## src/sv/mmw_pkg.sv

```systemverilog
// Shared widths, register codes and the stage flag struct for the mecanum mixer.
// No dependencies.
package mmw_pkg;

   localparam int VEL_W      = 16;
   localparam int CLAMP_W    = VEL_W + 1;
   localparam int RPM_W      = 14;
   localparam int WDOG_W     = 16;
   localparam int SPEED_W    = 15;
   localparam int CSR_IDX_W  = 1;
   localparam int CSR_DATA_W = 16;

   localparam logic [CSR_IDX_W-1:0] REG_MAX_RPM    = 1'd0;
   localparam logic [CSR_IDX_W-1:0] REG_WDOG_LIMIT = 1'd1;

   localparam logic [RPM_W-1:0]  MAX_RPM_RESET    = 14'd960;
   localparam logic [WDOG_W-1:0] WDOG_LIMIT_RESET = 16'd500;

   localparam logic [WDOG_W-1:0] IDLE_SAT = {WDOG_W{1'b1}};

   typedef struct packed {
      logic zero_out;
      logic timed_out;
   } mmw_flags_type;

endpackage

```

## src/sv/mecanum_mixer_with_watchdog.sv

```systemverilog
// Mecanum wheel mixer with manual-mode command watchdog: top level.
// Throughput one word per cycle while rsp_ready stays high; each word passes stage 1, then the rsp register.
// Stage 1 updates held commands and watchdog and forms the mixing sums; stage 2
// multiplies by max_rpm, rounds and clamps into the rsp register.
// Synchronous reset clears held commands, idle count, trip flag, valids and
// loads max_rpm = 960 and watchdog_limit = 500. Depends on mmw_pkg, mmw_state, mmw_wheel.
module mecanum_mixer_with_watchdog import mmw_pkg::*; #(
   parameter int FRAC_BITS = 14
) (
   input  logic                        clock,
   input  logic                        reset,
   input  logic                        req_valid,
   output logic                        req_ready,
   input  logic                        req_cmd,
   input  logic signed [VEL_W-1:0]     req_vel_forward,
   input  logic signed [VEL_W-1:0]     req_vel_strafe,
   input  logic signed [VEL_W-1:0]     req_vel_rotate,
   input  logic                        req_system_ready,
   input  logic                        req_manual_mode,
   output logic                        rsp_valid,
   input  logic                        rsp_ready,
   output logic signed [SPEED_W-1:0]   rsp_front_left_speed,
   output logic signed [SPEED_W-1:0]   rsp_front_right_speed,
   output logic signed [SPEED_W-1:0]   rsp_rear_left_speed,
   output logic signed [SPEED_W-1:0]   rsp_rear_right_speed,
   output logic                        rsp_timed_out,
   input  logic                        csr_wr_en,
   input  logic [CSR_IDX_W-1:0]        csr_index,
   input  logic [CSR_DATA_W-1:0]       csr_wdata
);

   localparam int SW = FRAC_BITS + 3;

   logic [RPM_W-1:0]  max_rpm_ff;
   logic [WDOG_W-1:0] wdog_limit_ff;

   logic req_fire;
   logic s1_valid_ff, s1_valid_in;
   logic s2_load;
   logic rsp_valid_ff, rsp_valid_in;

   logic signed [SW-1:0] sum_fl, sum_fr, sum_rl, sum_rr;
   mmw_flags_type        s1_flags;
   logic signed [SPEED_W-1:0] fl, fr, rl, rr;
   logic signed [SPEED_W-1:0] fl_ff, fr_ff, rl_ff, rr_ff;
   logic                      timed_out_ff;

   always_ff @(posedge clock) begin
      if (reset) begin
         max_rpm_ff    <= MAX_RPM_RESET;
         wdog_limit_ff <= WDOG_LIMIT_RESET;
      end else if (csr_wr_en) begin
         unique case (csr_index)
            REG_MAX_RPM:    max_rpm_ff    <= csr_wdata[RPM_W-1:0];
            REG_WDOG_LIMIT: wdog_limit_ff <= csr_wdata[WDOG_W-1:0];
            default: ;
         endcase
      end
   end

   assign s2_load   = s1_valid_ff && (!rsp_valid_ff || rsp_ready);
   assign req_ready = !s1_valid_ff || s2_load;
   assign req_fire  = req_valid && req_ready;

   always_comb begin
      s1_valid_in  = req_fire ? 1'b1 : (s2_load ? 1'b0 : s1_valid_ff);
      rsp_valid_in = s2_load ? 1'b1 : (rsp_ready ? 1'b0 : rsp_valid_ff);
   end

   mmw_state #(.FRAC_BITS(FRAC_BITS)) u_state (
      .clock          (clock),
      .reset          (reset),
      .load           (req_fire),
      .cmd            (req_cmd),
      .vel_forward    (req_vel_forward),
      .vel_strafe     (req_vel_strafe),
      .vel_rotate     (req_vel_rotate),
      .system_ready   (req_system_ready),
      .manual_mode    (req_manual_mode),
      .watchdog_limit (wdog_limit_ff),
      .sum_fl         (sum_fl),
      .sum_fr         (sum_fr),
      .sum_rl         (sum_rl),
      .sum_rr         (sum_rr),
      .flags          (s1_flags)
   );

   mmw_wheel #(.FRAC_BITS(FRAC_BITS)) u_wheel_fl (
      .sum(sum_fl), .max_rpm(max_rpm_ff), .speed(fl));
   mmw_wheel #(.FRAC_BITS(FRAC_BITS)) u_wheel_fr (
      .sum(sum_fr), .max_rpm(max_rpm_ff), .speed(fr));
   mmw_wheel #(.FRAC_BITS(FRAC_BITS)) u_wheel_rl (
      .sum(sum_rl), .max_rpm(max_rpm_ff), .speed(rl));
   mmw_wheel #(.FRAC_BITS(FRAC_BITS)) u_wheel_rr (
      .sum(sum_rr), .max_rpm(max_rpm_ff), .speed(rr));

   always_ff @(posedge clock) begin
      if (reset) begin
         s1_valid_ff  <= 1'b0;
         rsp_valid_ff <= 1'b0;
      end else begin
         s1_valid_ff  <= s1_valid_in;
         rsp_valid_ff <= rsp_valid_in;
      end
   end

   // not ready or watchdog trip forces all wheels to zero
   always_ff @(posedge clock) begin
      if (s2_load) begin
         fl_ff        <= s1_flags.zero_out ? '0 : fl;
         fr_ff        <= s1_flags.zero_out ? '0 : fr;
         rl_ff        <= s1_flags.zero_out ? '0 : rl;
         rr_ff        <= s1_flags.zero_out ? '0 : rr;
         timed_out_ff <= s1_flags.timed_out;
      end
   end

   assign rsp_valid             = rsp_valid_ff;
   assign rsp_front_left_speed  = fl_ff;
   assign rsp_front_right_speed = fr_ff;
   assign rsp_rear_left_speed   = rl_ff;
   assign rsp_rear_right_speed  = rr_ff;
   assign rsp_timed_out         = timed_out_ff;

   a_trip_zero: assert property (@(posedge clock) disable iff (reset)
      rsp_valid_ff && timed_out_ff |->
         (fl_ff == '0) && (fr_ff == '0) && (rl_ff == '0) && (rr_ff == '0))
      else $error("watchdog trip word carries nonzero wheel speed");

   a_reset_empty: assert property (@(posedge clock)
      reset |=> !rsp_valid_ff && !s1_valid_ff)
      else $error("pipeline not empty after reset");

   a_s1_hold: assert property (@(posedge clock) disable iff (reset)
      s1_valid_ff && rsp_valid_ff && !rsp_ready |=> s1_valid_ff)
      else $error("stage 1 word dropped while output stalled");

   a_no_overrun: assert property (@(posedge clock) disable iff (reset)
      s1_valid_ff && rsp_valid_ff && !rsp_ready |-> !req_ready)
      else $error("input accepted with both stages full");

endmodule

```

## src/sv/mmw_state.sv

```systemverilog
// Command hold, idle watchdog and wheel mixing sums, with the first stage register.
// Depends on mmw_pkg.
module mmw_state import mmw_pkg::*; #(
   parameter int FRAC_BITS = 14
) (
   input  logic                           clock,
   input  logic                           reset,
   input  logic                           load,
   input  logic                           cmd,
   input  logic signed [VEL_W-1:0]        vel_forward,
   input  logic signed [VEL_W-1:0]        vel_strafe,
   input  logic signed [VEL_W-1:0]        vel_rotate,
   input  logic                           system_ready,
   input  logic                           manual_mode,
   input  logic        [WDOG_W-1:0]       watchdog_limit,
   output logic signed [FRAC_BITS+2:0]    sum_fl,
   output logic signed [FRAC_BITS+2:0]    sum_fr,
   output logic signed [FRAC_BITS+2:0]    sum_rl,
   output logic signed [FRAC_BITS+2:0]    sum_rr,
   output mmw_flags_type                  flags
);

   localparam int HW = FRAC_BITS + 2;
   localparam int SW = FRAC_BITS + 3;
   localparam logic signed [CLAMP_W-1:0] UNIT = CLAMP_W'(1) << FRAC_BITS;

   function automatic logic signed [HW-1:0] clamp_unit(input logic signed [VEL_W-1:0] v);
      logic signed [CLAMP_W-1:0] x;
      logic signed [CLAMP_W-1:0] y;
      x = {v[VEL_W-1], v};
      if (x > UNIT)
         y = UNIT;
      else if (x < -UNIT)
         y = -UNIT;
      else
         y = x;
      return y[HW-1:0];
   endfunction

   logic signed [HW-1:0]  held_fwd_ff, held_fwd_in;
   logic signed [HW-1:0]  held_str_ff, held_str_in;
   logic signed [HW-1:0]  held_rot_ff, held_rot_in;
   logic        [WDOG_W-1:0] idle_ff, idle_in;
   logic                  tripped_ff, tripped_in;
   logic                  fire;
   logic signed [SW-1:0]  f, s, r;
   logic signed [SW-1:0]  sum_fl_ff, sum_fr_ff, sum_rl_ff, sum_rr_ff;
   mmw_flags_type         flags_ff, flags_in;

   always_comb begin
      held_fwd_in = held_fwd_ff;
      held_str_in = held_str_ff;
      held_rot_in = held_rot_ff;
      tripped_in  = tripped_ff;
      fire        = 1'b0;
      if (!cmd) begin
         held_fwd_in = clamp_unit(vel_forward);
         held_str_in = clamp_unit(vel_strafe);
         held_rot_in = clamp_unit(vel_rotate);
         idle_in     = '0;
         tripped_in  = 1'b0;
      end else begin
         idle_in = (idle_ff == IDLE_SAT) ? idle_ff : idle_ff + WDOG_W'(1);
         fire    = manual_mode && !tripped_ff && (idle_in >= watchdog_limit);
         if (fire) begin
            held_fwd_in = '0;
            held_str_in = '0;
            held_rot_in = '0;
            tripped_in  = 1'b1;
         end
      end
      f = {held_fwd_in[HW-1], held_fwd_in};
      s = {held_str_in[HW-1], held_str_in};
      r = {held_rot_in[HW-1], held_rot_in};
      flags_in.zero_out  = !system_ready || fire;
      flags_in.timed_out = fire;
   end

   always_ff @(posedge clock) begin
      if (reset) begin
         held_fwd_ff <= '0;
         held_str_ff <= '0;
         held_rot_ff <= '0;
         idle_ff     <= '0;
         tripped_ff  <= 1'b0;
      end else if (load) begin
         held_fwd_ff <= held_fwd_in;
         held_str_ff <= held_str_in;
         held_rot_ff <= held_rot_in;
         idle_ff     <= idle_in;
         tripped_ff  <= tripped_in;
      end
   end

   // stage payload, qualified by the valid bit kept at the top level
   always_ff @(posedge clock) begin
      if (load) begin
         sum_fl_ff <= f - s - r;
         sum_fr_ff <= f + s + r;
         sum_rl_ff <= f + s - r;
         sum_rr_ff <= f - s + r;
         flags_ff  <= flags_in;
      end
   end

   assign sum_fl = sum_fl_ff;
   assign sum_fr = sum_fr_ff;
   assign sum_rl = sum_rl_ff;
   assign sum_rr = sum_rr_ff;
   assign flags  = flags_ff;

endmodule

```

## src/sv/mmw_wheel.sv

```systemverilog
// One wheel: scale a mixed sum by max_rpm, round half away from zero, clamp to +-max_rpm.
// Depends on mmw_pkg.
module mmw_wheel import mmw_pkg::*; #(
   parameter int FRAC_BITS = 14
) (
   input  logic signed [FRAC_BITS+2:0] sum,
   input  logic        [RPM_W-1:0]     max_rpm,
   output logic signed [SPEED_W-1:0]   speed
);

   localparam int SW = FRAC_BITS + 3;
   localparam int MW = SW + RPM_W;
   localparam int QW = MW - FRAC_BITS;

   logic              neg;
   logic [SW-1:0]     mag_in;
   logic [MW-1:0]     prod;
   logic [MW-1:0]     rnd;
   logic [QW-1:0]     q;
   logic [RPM_W-1:0]  mag_out;

   always_comb begin
      neg    = sum[SW-1];
      mag_in = neg ? SW'(-sum) : SW'(sum);
      prod   = MW'(mag_in) * MW'(max_rpm);
      rnd    = prod + (MW'(1) << (FRAC_BITS - 1));
      q      = rnd[MW-1:FRAC_BITS];
      if (q > QW'(max_rpm))
         mag_out = max_rpm;
      else
         mag_out = q[RPM_W-1:0];
      speed = neg ? -$signed({1'b0, mag_out}) : $signed({1'b0, mag_out});
   end

endmodule
```

## config.mk

```make
export PLATFORM = sky130hd
export DESIGN_NAME = mecanum_mixer_with_watchdog
export DESIGN_NICKNAME = d
export VERILOG_FILES = /design/src/sv/mmw_pkg.sv /design/src/sv/mecanum_mixer_with_watchdog.sv /design/src/sv/mmw_state.sv /design/src/sv/mmw_wheel.sv
export SDC_FILE = /design/constraint.sdc
export NUM_CORES = 2
export LEC_CHECK = 0
export BUFFER_PORTS_ARGS = -buffer_cell sky130_fd_sc_hd__buf_4
export CORE_MARGIN = 1.5
export CORE_UTILIZATION = 35
export CTS_CLUSTER_SIZE = 16
export DETAILED_ROUTE_END_ITERATION = 7
export GPL_TIMING_DRIVEN = 0
export PLACE_DENSITY = 0.57
export SYNTH_ARGS = -nofsm -noshare
export SYNTH_HDL_FRONTEND = slang
export SYNTH_SLANG_ARGS = --single-unit
```

## constraint.sdc

```tcl
create_clock -name clock -period 12.67 [get_ports clock]
set_clock_uncertainty 0.15 [all_clocks]
set_input_delay 0 -clock clock [delete_from_list [all_inputs] [get_ports clock]]
set_output_delay 0 -clock clock [all_outputs]
set_load 0.05 [all_outputs]
```

==> Flow_metrics.wiki <==
{| class="wikitable"
! Metric !! Value
|-
| Run status || finished with violations
|-
| Violated checks || capacitance limit
|-
| Antenna violations before repair || 10
|-
| Final Max Tran Viols || 0
|-
| Drt wl/cell || 22.7 um
|-
| Most frequent standard cell in the layout excluding fill and tap cells || sky130_fd_sc_hd__inv_1
|-
| Number of top-level pins || 136
|-
| Area grow syn2layout || 12.3%
|-
| Most used cells in the layout excluding fill and tap cells || sky130_fd_sc_hd__inv_1 (1019), sky130_fd_sc_hd__fa_1 (714), sky130_fd_sc_hd__nand2_1 (620)
|-
| Post-place setup slack || -1.50 ns
|-
| Number of design-rule violations left by the first detailed-router iteration || 3465
|-
| Worst Tran Pin Value || 1.46 ns
|-
| Critical-path maximum fanout || 11
|-
| Number of flops mapped to enable cells by yosys || 129
|-
| Via density per instance || 5.35
|-
| Flops & latches, synth || 226
|-
| Number of routed nets with antenna violations || 0
|-
| Number of port buffers || 134
|-
| Ratio of cells with drive above 1 in the final layout || 5.76%
|-
| Sequential area share after synthesis || 11.9%
|-
| CTS tree || yes
|-
| Async set-reset flop share out of synthesis || 0%
|-
| Maximum number of pins on one net before global-route repair || 67
|-
| Maximum cell stage delay along the critical path || 1.11 ns
|-
| Setup-failing EPs final || 0
|-
| Sort of element at the start of the critical path || flop
|-
| CTS H-tree lvls || 1
|-
| Slack of the critical path || 0.294 ns
|-
| Sum of routed wire length over all layers || 177000 um
|-
| Clock period minus final worst setup slack || 12.38 ns
|-
| Net count of the mapped netlist || 7088
|-
| Kind of critical path || reg -> reg
|-
| Endpoint type of the worst setup path || flop
|-
| Number of fill cells in the layout || 14100
|-
| HPWL after DPL || 144000 um
|-
| Clock Sinks || 226
|-
| Worst path required time || 12.83 ns
|-
| Via count || 41800
|-
| Root cell of the clock tree || sky130_fd_sc_hd__clkbuf_16
|-
| Clock transition at path regs || 0.06 ns
|-
| Number of buffers created by CTS || 28
|-
| Global-route wire length before repair || 266000 um
|-
| TritonRoute pass-1 iters || 6
|-
| Post-synth top flop || sky130_fd_sc_hd__edfxtp_1
|-
| Synthesis warning total || 0
|-
| Maximum number of buffers from clock root to sink || 3
|-
| DRC violations left || 0
|-
| Die Height || 376 um
|-
| Total global routing overflow || 0
|-
| Via count of the first global-routing pass || 42500
|-
| Initial core utilization || 35.4%
|-
| Mapped cell area || 48800 sq um
|-
| Post-Syn Instances || 5704
|-
| Post-route clock period utilization || 97.7%
|-
| Site Rows || 136
|-
| Syn_area_per_cell || 8.55 sq um
|-
| Total core area || 138000 sq um
|-
| Final hold violation count || 0
|-
| All-Layer GR Usage || 25.0%
|-
| Clock insertion delay at the later pin of the skew report || 0.64 ns
|-
| Upper clock frequency limit || 80.8 MHz
|-
| Die X || 376 um
|-
| Worst path arrival time || 12.54 ns
|-
| Kind of path behind the tightest hold check || in -> reg
|-
| Worst slew margin relative to its limit || 1.60%
|-
| Standard cell with the maximum stage delay on the critical path || sky130_fd_sc_hd__clkbuf_1
|-
| Count of nets after finishing || 7370
|-
| Max-cap viol count || 1
|-
| GPL Wtd Cong || 0.980
|-
| Yosys cell types || 88
|-
| Full die area || 142000 sq um
|}
worst max-delay path, delay by kind of cell (launching register included):
kind / cells / cell delay (ns)
AO/OA/AOI/OAI: 11 / 1.85
buffers and inverters: 12 / 3.05
AND/OR/NAND/NOR: 9 / 2.49
multiplexers: 1 / 0.27
adder cells (fa/ha/maj): 9 / 3.71
XOR/XNOR: 1 / 0.21
flip-flops: 1 / 0.31
per-layer routing:
layer / global-route usage [%] / vias to the layer above / part of all wire (%)
met4: 11.5 / 10 / 5.4
met5: 0.686 / - / 0.15
li1: - / 18800 / -
met1: 33.1 / 20700 / 42
met2: 38.2 / 1940 / 42
met3: 6.36 / 403 / 10
layout make-up:
type	count	area (sq um)	share of cell area, %
multi-input cells	4196	38600	70.5
well taps	1794	2240	4.10
clock inverters	11	109	0.199
inverters	1026	3850	7.04
repair buffers	262	2290	4.18
diodes	4	10.0	0.0183
plain buffers	246	1040	1.91
flip-flops and latches	226	5820	10.6
clock buffers	40	803	1.47
metrics by stage:
stage | cells | utilization [%] | instance area, sq um | TNS (ns) | hold slack [ns]
2_1_floorplan | 5704 | - | 48800 | 0 | -0.0326
3_3_place_gp | 7632 | 37.7 | 52000 | -16.43 | 0.0670
3_5_place_dp | 7637 | 37.8 | 52100 | -17.19 | 0.0875
4_1_cts | 7796 | 39.4 | 54300 | 0 | 0.0225
5_1_grt | 7802 | 39.7 | 54800 | -0.0400 | 0.0584
6_report | 7805 | 39.7 | 54800 | 0 | 0.0410
flip-flops by register name (all words and copies together) (netlist names):
register / flops
u_state.sum_fl: 17
u_state.sum_rl: 17
u_state.held_fwd_ff: 16
u_state.held_rot_ff: 16
u_state.held_str_ff: 16
u_state.idle_ff: 16
u_state.sum_fr: 16
u_state.sum_rr: 16
wdog_limit_ff: 16
rsp_front_left_speed: 15
rsp_front_right_speed: 15
rsp_rear_left_speed: 15
rsp_rear_right_speed: 15
max_rpm_ff: 14
u_state.flags: 2
rsp_timed_out: 1
rsp_valid: 1
s1_valid_ff: 1
u_state.tripped_ff: 1
synth_stat cells, types with 97 or more instances:
cell / count / area (sq um)
sky130_fd_sc_hd__ha_1: 597 / 7470
sky130_fd_sc_hd__nor2_1: 572 / 2150
sky130_fd_sc_hd__dfxtp_1: 97 / 1940
sky130_fd_sc_hd__a21oi_1: 175 / 876
sky130_fd_sc_hd__clkbuf_1: 229 / 860
sky130_fd_sc_hd__o21ai_0: 129 / 646
sky130_fd_sc_hd__nand2_1: 621 / 2330
sky130_fd_sc_hd__inv_1: 1020 / 3830
sky130_fd_sc_hd__fa_1: 714 / 14300
sky130_fd_sc_hd__edfxtp_1: 129 / 3870
sky130_fd_sc_hd__xnor2_1: 204 / 1790
sky130_fd_sc_hd__and2_1: 253 / 1580
worst paths after layout:
check | startpoint | endpoint | slack, ns | cells after the start
worst min register to register | u_state.flags[0] | rsp_timed_out | 0.28 | 0
worst max-delay path | max_rpm_ff[4] | rsp_rear_right_speed[14] | 0.29 | 43
worst min-delay path | req_vel_rotate[13] | u_state.held_rot_ff[13] | 0.04 | 4
worst max register to register | max_rpm_ff[4] | rsp_rear_right_speed[14] | 0.29 | 43
cells by family after synthesis:
logic type / share of synthesized area (%)
flops: 11.9
fa+ha+maj: 44.6
mux: 1.34
simple gates: 17.3
buf+inv: 9.93
compound gates: 9.60
xor+xnor: 5.32
repair_timing:
| action | 4_1_cts | 5_1_grt |
|---|---|---|
| resized for setup | 41 | 88 |
| pin swaps | 3 | 6 |
| setup buffers | 9 | 13 |
| setup endpoints to repair | 37 | 36 |
| endpoints found under the hold margin | 86 | 0 |
| hold buffers | 101 | 0 |
Power is not shown: default switching activity piles up to over one toggle a cycle in this logic, so the estimate is an artifact.
